### config.mk
export PLATFORM = sky130hd
export DESIGN_NAME = ordered_int_list_engine_top_flat
export DESIGN_NICKNAME = d
export VERILOG_FILES = /design/src/oile_pkg.sv /design/src/oile_req_if.sv /design/src/oile_rsp_if.sv /design/src/oile_cell.sv /design/src/ordered_int_list_engine_top.sv /design/src/flat_wrapper.sv
export SDC_FILE = /design/constraint.sdc
export NUM_CORES = 2
export LEC_CHECK = 0
export BUFFER_PORTS_ARGS = -buffer_cell sky130_fd_sc_hd__buf_2
export CAP_MARGIN = 20
export CORE_MARGIN = 2
export CORE_UTILIZATION = 30
export CTS_CLUSTER_DIAMETER = 120
export CTS_CLUSTER_SIZE = 28
export DETAILED_ROUTE_END_ITERATION = 8
export GPL_ROUTABILITY_DRIVEN = 0
export SETUP_SLACK_MARGIN = 0.4
export SYNTH_ARGS = -nofsm -noshare
export SYNTH_HDL_FRONTEND = slang
export SYNTH_SLANG_ARGS = --single-unit
### constraint.sdc
create_clock -name clk -period 5.42 [get_ports clk]
set_input_delay 1.084 -clock clk [delete_from_list [all_inputs] [get_ports clk]]
set_output_delay 1.084 -clock clk [all_outputs]
set_load 0.005 [all_outputs]
### src/oile_pkg.sv
// Shared types and constants of the ordered integer list engine.
package oile_pkg;

  localparam int CAPACITY = 16;
  localparam int DATA_W   = 32;
  localparam int REQ_W    = 3;
  localparam int LEN_W    = $clog2(CAPACITY + 1);

  typedef logic signed [DATA_W-1:0] data_t;
  typedef logic [LEN_W-1:0]         len_t;
  typedef logic [REQ_W-1:0]         req_code_t;

  typedef enum logic [REQ_W-1:0] {
    REQ_PUSH_FRONT = 3'd0,
    REQ_PUSH_BACK  = 3'd1,
    REQ_POP_FRONT  = 3'd2,
    REQ_POP_BACK   = 3'd3,
    REQ_DELETE     = 3'd4,
    REQ_SEARCH     = 3'd5
  } req_t;

  typedef enum logic {
    ST_IDLE,
    ST_EXEC
  } state_t;

  typedef struct packed {
    logic capture;
    logic take_left;
    logic take_right;
    logic take_right_hit;
    logic load;
  } cell_ctrl_t;

endpackage

### src/oile_req_if.sv
// Request channel interface of the ordered integer list engine.
interface oile_req_if;
  logic                      valid;
  logic                      ready;
  oile_pkg::req_code_t       req_type;
  oile_pkg::data_t           value;

  modport source (output valid, output req_type, output value, input ready);
  modport sink   (input valid, input req_type, input value, output ready);
endinterface

### src/oile_rsp_if.sv
// Result channel interface of the ordered integer list engine.
interface oile_rsp_if;
  logic             valid;
  logic             ready;
  logic             ok;
  logic             hit;
  logic             overflow;
  oile_pkg::len_t   length;

  modport source (output valid, output ok, output hit, output overflow, output length,
                  input ready);
  modport sink   (input valid, input ok, input hit, input overflow, input length,
                  output ready);
endinterface

### src/oile_cell.sv
// One storage cell of the list chain: holds an entry, compares it and shifts it.
module oile_cell (
  input  logic                 clk,
  input  oile_pkg::cell_ctrl_t ctrl,
  input  logic                 occ,
  input  logic                 load_sel,
  input  oile_pkg::data_t      cmp_value,
  input  oile_pkg::data_t      upd_value,
  input  oile_pkg::data_t      left_data,
  input  oile_pkg::data_t      right_data,
  input  logic                 hit_in,
  output oile_pkg::data_t      data_out,
  output logic                 hit_out
);
  import oile_pkg::*;

  data_t data_r, data_nxt;
  logic  match_r, match_nxt;
  logic  hit_here;

  assign hit_here = hit_in | match_r;
  assign hit_out  = hit_here;
  assign data_out = data_r;

  always_comb begin
    match_nxt = match_r;
    if (ctrl.capture) begin
      match_nxt = occ && (data_r == cmp_value);
    end
  end

  always_comb begin
    priority if (ctrl.take_left) begin
      data_nxt = left_data;
    end else if (ctrl.take_right || (ctrl.take_right_hit && hit_here)) begin
      data_nxt = right_data;
    end else if (ctrl.load && load_sel) begin
      data_nxt = upd_value;
    end else begin
      data_nxt = data_r;
    end
  end

  always_ff @(posedge clk) begin
    data_r  <= data_nxt;
    match_r <= match_nxt;
  end

endmodule

### src/ordered_int_list_engine_top.sv
// Top level of the ordered integer list engine: control, length counter and cell chain.
// In the cycle a request is accepted every cell compares its entry with the request
// value and registers the match; in the execute state that follows, the first-match flag
// ripples down the cell chain, the cells shift or load, and the result is registered.
// No new request is taken until the engine is back in idle; a result left waiting on the
// output holds the execute state until the output register is free.
// Storage needs no clearing after reset: only entries below the length are ever read.
module ordered_int_list_engine_top (
  input  logic     clk,
  input  logic     rst_n,
  oile_req_if.sink   in_req,
  oile_rsp_if.source out_rsp
);
  import oile_pkg::*;

  state_t     state_r, state_nxt;
  len_t       count_r, count_nxt;
  req_code_t  req_r;
  data_t      val_r;
  logic       out_valid_r, out_valid_nxt;
  logic       ok_r, ok_nxt;
  logic       hit_r, hit_nxt;
  logic       ovf_r, ovf_nxt;
  len_t       len_r;

  logic       accept;
  logic       go;
  logic       full;
  logic       empty;
  logic       found;
  cell_ctrl_t ctrl;

  data_t                cell_data [CAPACITY];
  logic [CAPACITY:0]    hit_chain;
  logic [CAPACITY-1:0]  occ;
  logic [CAPACITY-1:0]  load_sel;

  assign in_req.ready = (state_r == ST_IDLE);
  assign accept       = in_req.valid && in_req.ready;
  assign go           = (state_r == ST_EXEC) && (!out_valid_r || out_rsp.ready);
  assign full         = (count_r == len_t'(CAPACITY));
  assign empty        = (count_r == '0);
  assign hit_chain[0] = 1'b0;
  assign found        = hit_chain[CAPACITY];

  assign ctrl.capture        = accept;
  assign ctrl.take_left      = go && (req_r == REQ_PUSH_FRONT) && !full;
  assign ctrl.take_right     = go && (req_r == REQ_POP_FRONT) && !empty;
  assign ctrl.take_right_hit = go && (req_r == REQ_DELETE);
  assign ctrl.load           = go && (req_r == REQ_PUSH_BACK) && !full;

  for (genvar i = 0; i < CAPACITY; i++) begin : g_cell
    data_t left_d, right_d;

    assign occ[i]      = (len_t'(i) < count_r);
    assign load_sel[i] = (len_t'(i) == count_r);

    if (i == 0) begin : g_first
      assign left_d = val_r;
    end else begin : g_inner
      assign left_d = cell_data[i-1];
    end

    if (i == CAPACITY - 1) begin : g_last
      assign right_d = val_r;
    end else begin : g_body
      assign right_d = cell_data[i+1];
    end

    oile_cell u_cell (
      .clk        (clk),
      .ctrl       (ctrl),
      .occ        (occ[i]),
      .load_sel   (load_sel[i]),
      .cmp_value  (in_req.value),
      .upd_value  (val_r),
      .left_data  (left_d),
      .right_data (right_d),
      .hit_in     (hit_chain[i]),
      .data_out   (cell_data[i]),
      .hit_out    (hit_chain[i+1])
    );
  end

  always_comb begin
    state_nxt     = state_r;
    count_nxt     = count_r;
    out_valid_nxt = out_valid_r;
    ok_nxt        = 1'b0;
    hit_nxt       = 1'b0;
    ovf_nxt       = 1'b0;
    if (out_valid_r && out_rsp.ready) begin
      out_valid_nxt = 1'b0;
    end
    unique case (state_r)
      ST_IDLE: begin
        if (accept) begin
          state_nxt = ST_EXEC;
        end
      end
      ST_EXEC: begin
        if (go) begin
          state_nxt     = ST_IDLE;
          out_valid_nxt = 1'b1;
          unique case (req_r)
            REQ_PUSH_FRONT, REQ_PUSH_BACK: begin
              if (full) begin
                ovf_nxt = 1'b1;
              end else begin
                ok_nxt    = 1'b1;
                count_nxt = count_r + len_t'(1);
              end
            end
            REQ_POP_FRONT, REQ_POP_BACK: begin
              if (!empty) begin
                ok_nxt    = 1'b1;
                count_nxt = count_r - len_t'(1);
              end
            end
            REQ_DELETE: begin
              if (!empty) begin
                ok_nxt = 1'b1;
                if (found) begin
                  hit_nxt   = 1'b1;
                  count_nxt = count_r - len_t'(1);
                end
              end
            end
            REQ_SEARCH: begin
              ok_nxt  = found;
              hit_nxt = found;
            end
            default: begin
            end
          endcase
        end
      end
      default: begin
        state_nxt = ST_IDLE;
      end
    endcase
  end

  always_ff @(posedge clk) begin
    if (!rst_n) begin
      state_r     <= ST_IDLE;
      count_r     <= '0;
      out_valid_r <= 1'b0;
    end else begin
      state_r     <= state_nxt;
      count_r     <= count_nxt;
      out_valid_r <= out_valid_nxt;
    end
  end

  always_ff @(posedge clk) begin
    if (accept) begin
      req_r <= in_req.req_type;
      val_r <= in_req.value;
    end
    if (go) begin
      ok_r  <= ok_nxt;
      hit_r <= hit_nxt;
      ovf_r <= ovf_nxt;
      len_r <= count_nxt;
    end
  end

  assign out_rsp.valid    = out_valid_r;
  assign out_rsp.ok       = ok_r;
  assign out_rsp.hit      = hit_r;
  assign out_rsp.overflow = ovf_r;
  assign out_rsp.length   = len_r;

  a_count_bound: assert property (@(posedge clk) disable iff (!rst_n)
    count_r <= len_t'(CAPACITY))
    else $error("length above capacity");

  a_result_after_exec: assert property (@(posedge clk) disable iff (!rst_n)
    $rose(out_valid_r) |-> $past(state_r == ST_EXEC))
    else $error("result raised without an executing request");

  a_no_accept_busy: assert property (@(posedge clk) disable iff (!rst_n)
    accept |=> (state_r == ST_EXEC) && !in_req.ready)
    else $error("request taken while another is executing");

  a_flags_exclusive: assert property (@(posedge clk) disable iff (!rst_n)
    out_valid_r |-> !(ovf_r && ok_r) && (!hit_r || ok_r))
    else $error("inconsistent result flags");

endmodule

### src/flat_wrapper.sv
// flat-port wrapper written by rule: the top's interface ports become plain ports
module ordered_int_list_engine_top_flat import oile_pkg::*;
  (clk, rst_n, in_req_valid, in_req_req_type, in_req_value, in_req_ready, out_rsp_valid, out_rsp_ok, out_rsp_hit, out_rsp_overflow, out_rsp_length, out_rsp_ready);
  oile_req_if in_req_i ();
  oile_rsp_if out_rsp_i ();
  input  logic clk;
  input  logic rst_n;
  input wire logic [$bits(in_req_i.valid)-1:0] in_req_valid;
  input wire logic [$bits(in_req_i.req_type)-1:0] in_req_req_type;
  input wire logic [$bits(in_req_i.value)-1:0] in_req_value;
  output wire logic [$bits(in_req_i.ready)-1:0] in_req_ready;
  output wire logic [$bits(out_rsp_i.valid)-1:0] out_rsp_valid;
  output wire logic [$bits(out_rsp_i.ok)-1:0] out_rsp_ok;
  output wire logic [$bits(out_rsp_i.hit)-1:0] out_rsp_hit;
  output wire logic [$bits(out_rsp_i.overflow)-1:0] out_rsp_overflow;
  output wire logic [$bits(out_rsp_i.length)-1:0] out_rsp_length;
  input wire logic [$bits(out_rsp_i.ready)-1:0] out_rsp_ready;
  assign in_req_i.valid = in_req_valid;
  assign in_req_i.req_type = in_req_req_type;
  assign in_req_i.value = in_req_value;
  assign in_req_ready = in_req_i.ready;
  assign out_rsp_valid = out_rsp_i.valid;
  assign out_rsp_ok = out_rsp_i.ok;
  assign out_rsp_hit = out_rsp_i.hit;
  assign out_rsp_overflow = out_rsp_i.overflow;
  assign out_rsp_length = out_rsp_i.length;
  assign out_rsp_i.ready = out_rsp_ready;
  ordered_int_list_engine_top u_core (.clk(clk), .rst_n(rst_n), .in_req(in_req_i), .out_rsp(out_rsp_i));
endmodule
==> metrics.txt <==
outcome=finished clean; relative max-transition margin=around 28%; Pwr Density=roughly 250 mW/mm^2; via count of the first global-routing pass=24900; aggregate routed wire length=approximately 120000 um; Filler Cells Inserted=11500; clock insertion delay at the later pin of the skew report=between 600 and 700 ps; GRT Util Overall=between 20 and 25%; initial antenna violation count=11; total core area=0.112 mm^2; mean area per synthesized cell=10.9 um^2; Async S/R FF share, synth=0%; Via-to-Cell Ratio=about 5.7; maximum VDD drop=around 0.26 mV; routed vias=approximately 26000; arrival time at the worst endpoint=roughly 4600 ps; unrepaired setup endpoints after global routing=false; top library cells by usage in the layout, fill and taps aside=sky130_fd_sc_hd__nand2_1 (576), sky130_fd_sc_hd__edfxtp_1 (571), sky130_fd_sc_hd__xor2_1 (372), sky130_fd_sc_hd__o21ai_0 (201), sky130_fd_sc_hd__o211ai_1 (164); wire length per cell=27.4 um; top fanout value on the critical path=65; Clock Skew=approximately 24 ps; critical path buffer and inverter count=1; Crit path required time=approximately 5700 ps; most frequently used flop master after synthesis=sky130_fd_sc_hd__edfxtp_1; area delta synth->final=7.67%; type of element launching the critical path=flip-flop; Worst-Margin Slew=~1100 ps; final critical path time including I/O delays and setup=4320 ps; number of nets in the synthesized netlist=3146; Hold Fails Final Rpt=0; first-pass GRT wire length=roughly 180000 um; Worst Setup EP=u_core.g_cell[13].u_cell.data_out[2]; classification of the worst setup path=flip-flop to flip-flop; critical path startpoint=u_core.count_r[0]; number of gates resized after CTS=0; first-pass iteration count of the detailed router=6; max-cap viol count=0; proportion of synthesized chip area in sequential cells=approximately half; number of max-slew violations in the final report=0; num ports=49; netlist area before placement=around 0.034 mm^2; most common library cell in the layout ignoring fill and taps=sky130_fd_sc_hd__nand2_1; R2R depth=6; Worst path max stage delay=roughly 840 ps; Residual DRC=0; cell chain of the critical path=inv_1 -> ha_1 -> nor4bb_1 -> or3_2 -> nand2_1 -> a311o_2; hold slack final=about 570 ps; root buffer cell=sky130_fd_sc_hd__clkbuf_16; number of nets with antenna violations after detailed routing=0; cell type of the slowest stage on the worst timing path=sky130_fd_sc_hd__or3_2; CP Depth=6; Hold WC Path Type=flip-flop to flip-flop; Largest delay share family, worst path=simple AND/OR/NAND/NOR gates; Iter 0 DRT Violations=about 3400; CTS tree=yes; ratio of cells with drive above 1 in the final layout=7.37%; die area=between 0.1 and 0.15 mm^2; count of flip-flops with a built-in enable after synthesis=around 570; count of port buffers added during placement=48; yosys warns=0; count of clock tree sinks=~580; setup repair bufs after CTS=0; element type at the critical path end=flip-flop; hold buffer count at cts=0; total power after layout=between 0.009 and 0.01 W; Die Wd=339 um; Chip Height=~340 um; worst reg2reg startpoint=u_core.count_r[0]; destination of the worst register-to-register timing path=u_core.g_cell[13].u_cell.data_out[2]; unique cell type count in the Yosys netlist=63; placement row count=between 100 and 150; HPWL after detailed placement=~90000 um; cell area reported after detailed placement=0.0356 mm^2; gr ovfl total=0; initial cell density of the core=between 30% and 40%; clk slew on worst S/H paths=roughly 120 ps; #FFs+latches synth=578; Final period util=about four fifths; total CTS buffers=24; net count of the finished layout=a little over 3000; finished layout cell area=between 0.03 and 0.04 mm^2; setup_tns=0 ps; maximum number of pins on one net before global-route repair=between 150 and 200; Mapped Cells=between 3000 and 4000; flop2flop setup slack=between 1000 and 1500 ps; Final setup violation count=0; Pleak=around 11 nW; Clock H-tree levels=1; Achievable Freq=approximately 230 MHz; Max Buffers Root-to-Sink=3
==> per-layer routing <==
metal	vias to the layer above	GRT usage, %	wire length, um
met2	1274	34.0	58600
met1	13100	27.6	51000
met4	6	6.45	4170
met3	192	3.31	10200
li1	11200	-	-
met5	-	0	37
==> sequential cells by signal, indices dropped and copies added, names as in the netlist <==
| signal | flops |
|---|---|
| u_core.out_rsp.overflow | 1 |
| u_core.out_rsp.valid | 1 |
| u_core.g_cell.left_d | 32 |
| u_core.out_rsp.hit | 1 |
| u_core.out_rsp.length | 5 |
| u_core.state_r | 1 |
| u_core.out_rsp.ok | 1 |
| u_core.g_cell.u_cell.data_out | 512 |
| u_core.g_cell.u_cell.match_r | 16 |
| u_core.count_r | 5 |
| u_core.req_r | 3 |
==> cells in the mapped netlist (3+ instances only) <==
master                      count  share of area [%]
sky130_fd_sc_hd__nand2_1      576                6.4
sky130_fd_sc_hd__edfxtp_1     571                 51
sky130_fd_sc_hd__xor2_1       372                9.7
sky130_fd_sc_hd__o21ai_0      201                3.0
sky130_fd_sc_hd__clkbuf_1     172                1.9
sky130_fd_sc_hd__o211ai_1     164                3.7
sky130_fd_sc_hd__mux2i_1      160                4.7
sky130_fd_sc_hd__xnor2_1      141                3.7
sky130_fd_sc_hd__nor2b_1      131                2.4
sky130_fd_sc_hd__a221o_1      128                3.8
sky130_fd_sc_hd__nor4_1       102                1.9
sky130_fd_sc_hd__nand4_1       50               0.93
sky130_fd_sc_hd__nand3_1       38               0.56
sky130_fd_sc_hd__and2_1        33               0.61
sky130_fd_sc_hd__mux2_2        32                1.1
sky130_fd_sc_hd__buf_2         28               0.42
sky130_fd_sc_hd__buf_1         22               0.24
sky130_fd_sc_hd__nor2_1        21               0.23
sky130_fd_sc_hd__nor3_1        20               0.30
sky130_fd_sc_hd__buf_4         14               0.31
sky130_fd_sc_hd__a21oi_1       10               0.15
sky130_fd_sc_hd__inv_1         10               0.11
sky130_fd_sc_hd__or3_1          9               0.17
sky130_fd_sc_hd__a2111oi_0      8               0.21
sky130_fd_sc_hd__dfxtp_1        7               0.42
sky130_fd_sc_hd__o22ai_1        7               0.13
sky130_fd_sc_hd__buf_6          6               0.20
sky130_fd_sc_hd__a311o_1        5               0.15
sky130_fd_sc_hd__ha_1           5               0.19
sky130_fd_sc_hd__or4_1          4              0.089
sky130_fd_sc_hd__a22oi_4        3               0.19
sky130_fd_sc_hd__and3_1         3              0.056
sky130_fd_sc_hd__nand4b_1       3              0.078
sky130_fd_sc_hd__o31a_1         3              0.078
sky130_fd_sc_hd__o31ai_1        3              0.067
sky130_fd_sc_hd__or4_4          3               0.10
==> worst min-delay path by stage <==
stage	cells past startpoint	end	from	slack (ps)
after global placement	2	u_core.g_cell[1].u_cell.data_out[31]	u_core.g_cell[0].u_cell.data_out[31]	550
after global routing	2	u_core.g_cell[1].u_cell.data_out[13]	u_core.g_cell[0].u_cell.data_out[13]	620
after floorplan	2	u_core.g_cell[1].u_cell.data_out[31]	u_core.g_cell[0].u_cell.data_out[31]	540
after CTS	2	u_core.g_cell[1].u_cell.data_out[18]	u_core.g_cell[0].u_cell.data_out[18]	570
final	2	u_core.g_cell[1].u_cell.data_out[18]	u_core.g_cell[0].u_cell.data_out[18]	570
after detailed placement	2	u_core.g_cell[1].u_cell.data_out[21]	u_core.g_cell[0].u_cell.data_out[21]	560
==> area by class of cell <==
| type | count | area (um^2) | area share (%) |
|---|---|---|---|
| multi-input cells | 2272 | 15500 | 42.8 |
| flip-flops and latches | 578 | 17300 | 47.6 |
| inverters | 10 | 37.5 | 0.103 |
| well taps | 1500 | 1880 | 5.17 |
| clock buffers | 43 | 693 | 1.91 |
| clock inverters | 1 | 11.3 | 0.0310 |
| repair buffers | 123 | 853 | 2.35 |
| diodes | 3 | 7.51 | 0.0207 |
==> tightest hold or removal path: stages, from the launching register on <==
cell                       delay [ps]
sky130_fd_sc_hd__edfxtp_1         370
sky130_fd_sc_hd__nand2_1           50
sky130_fd_sc_hd__o21ai_0           60
==> kinds of logic (layout without fill, tap and decap cells) <==
kind of cell | Yosys count | after routing | share of synthesized area (%)
AND/OR/NAND/NOR | 1010 | 1010 | 14.3
other | 0 | 3 | 0
buffers and inverters | 252 | 177 | 3.20
XOR/XNOR | 513 | 513 | 13.3
adder cells (fa/ha/maj) | 5 | 5 | 0.185
flip-flops | 578 | 578 | 51.3
AO/OA/AOI/OAI | 552 | 552 | 11.9
multiplexers | 192 | 192 | 5.82
==> per-stage QoR <==
step | std cells | setup WS [ps] | utilization (%)
floorplan | 3102 | 1510 | -
global placement | 4483 | 1320 | 31.8
detailed placement | 4483 | 1220 | 31.8
CTS | 4527 | 1190 | 32.4
global route | 4528 | 801 | 32.4
finish | 4530 | 1100 | 32.4
==> power by group <==
part	total [W]	switching [W]	internal (W)
Clock	0.00242	0.00153	0.000889
Combinational	0.00126	0.000836	0.000428
Sequential	0.00534	0.000196	0.00514
Note: power is estimated with default switching activity, not from simulation.
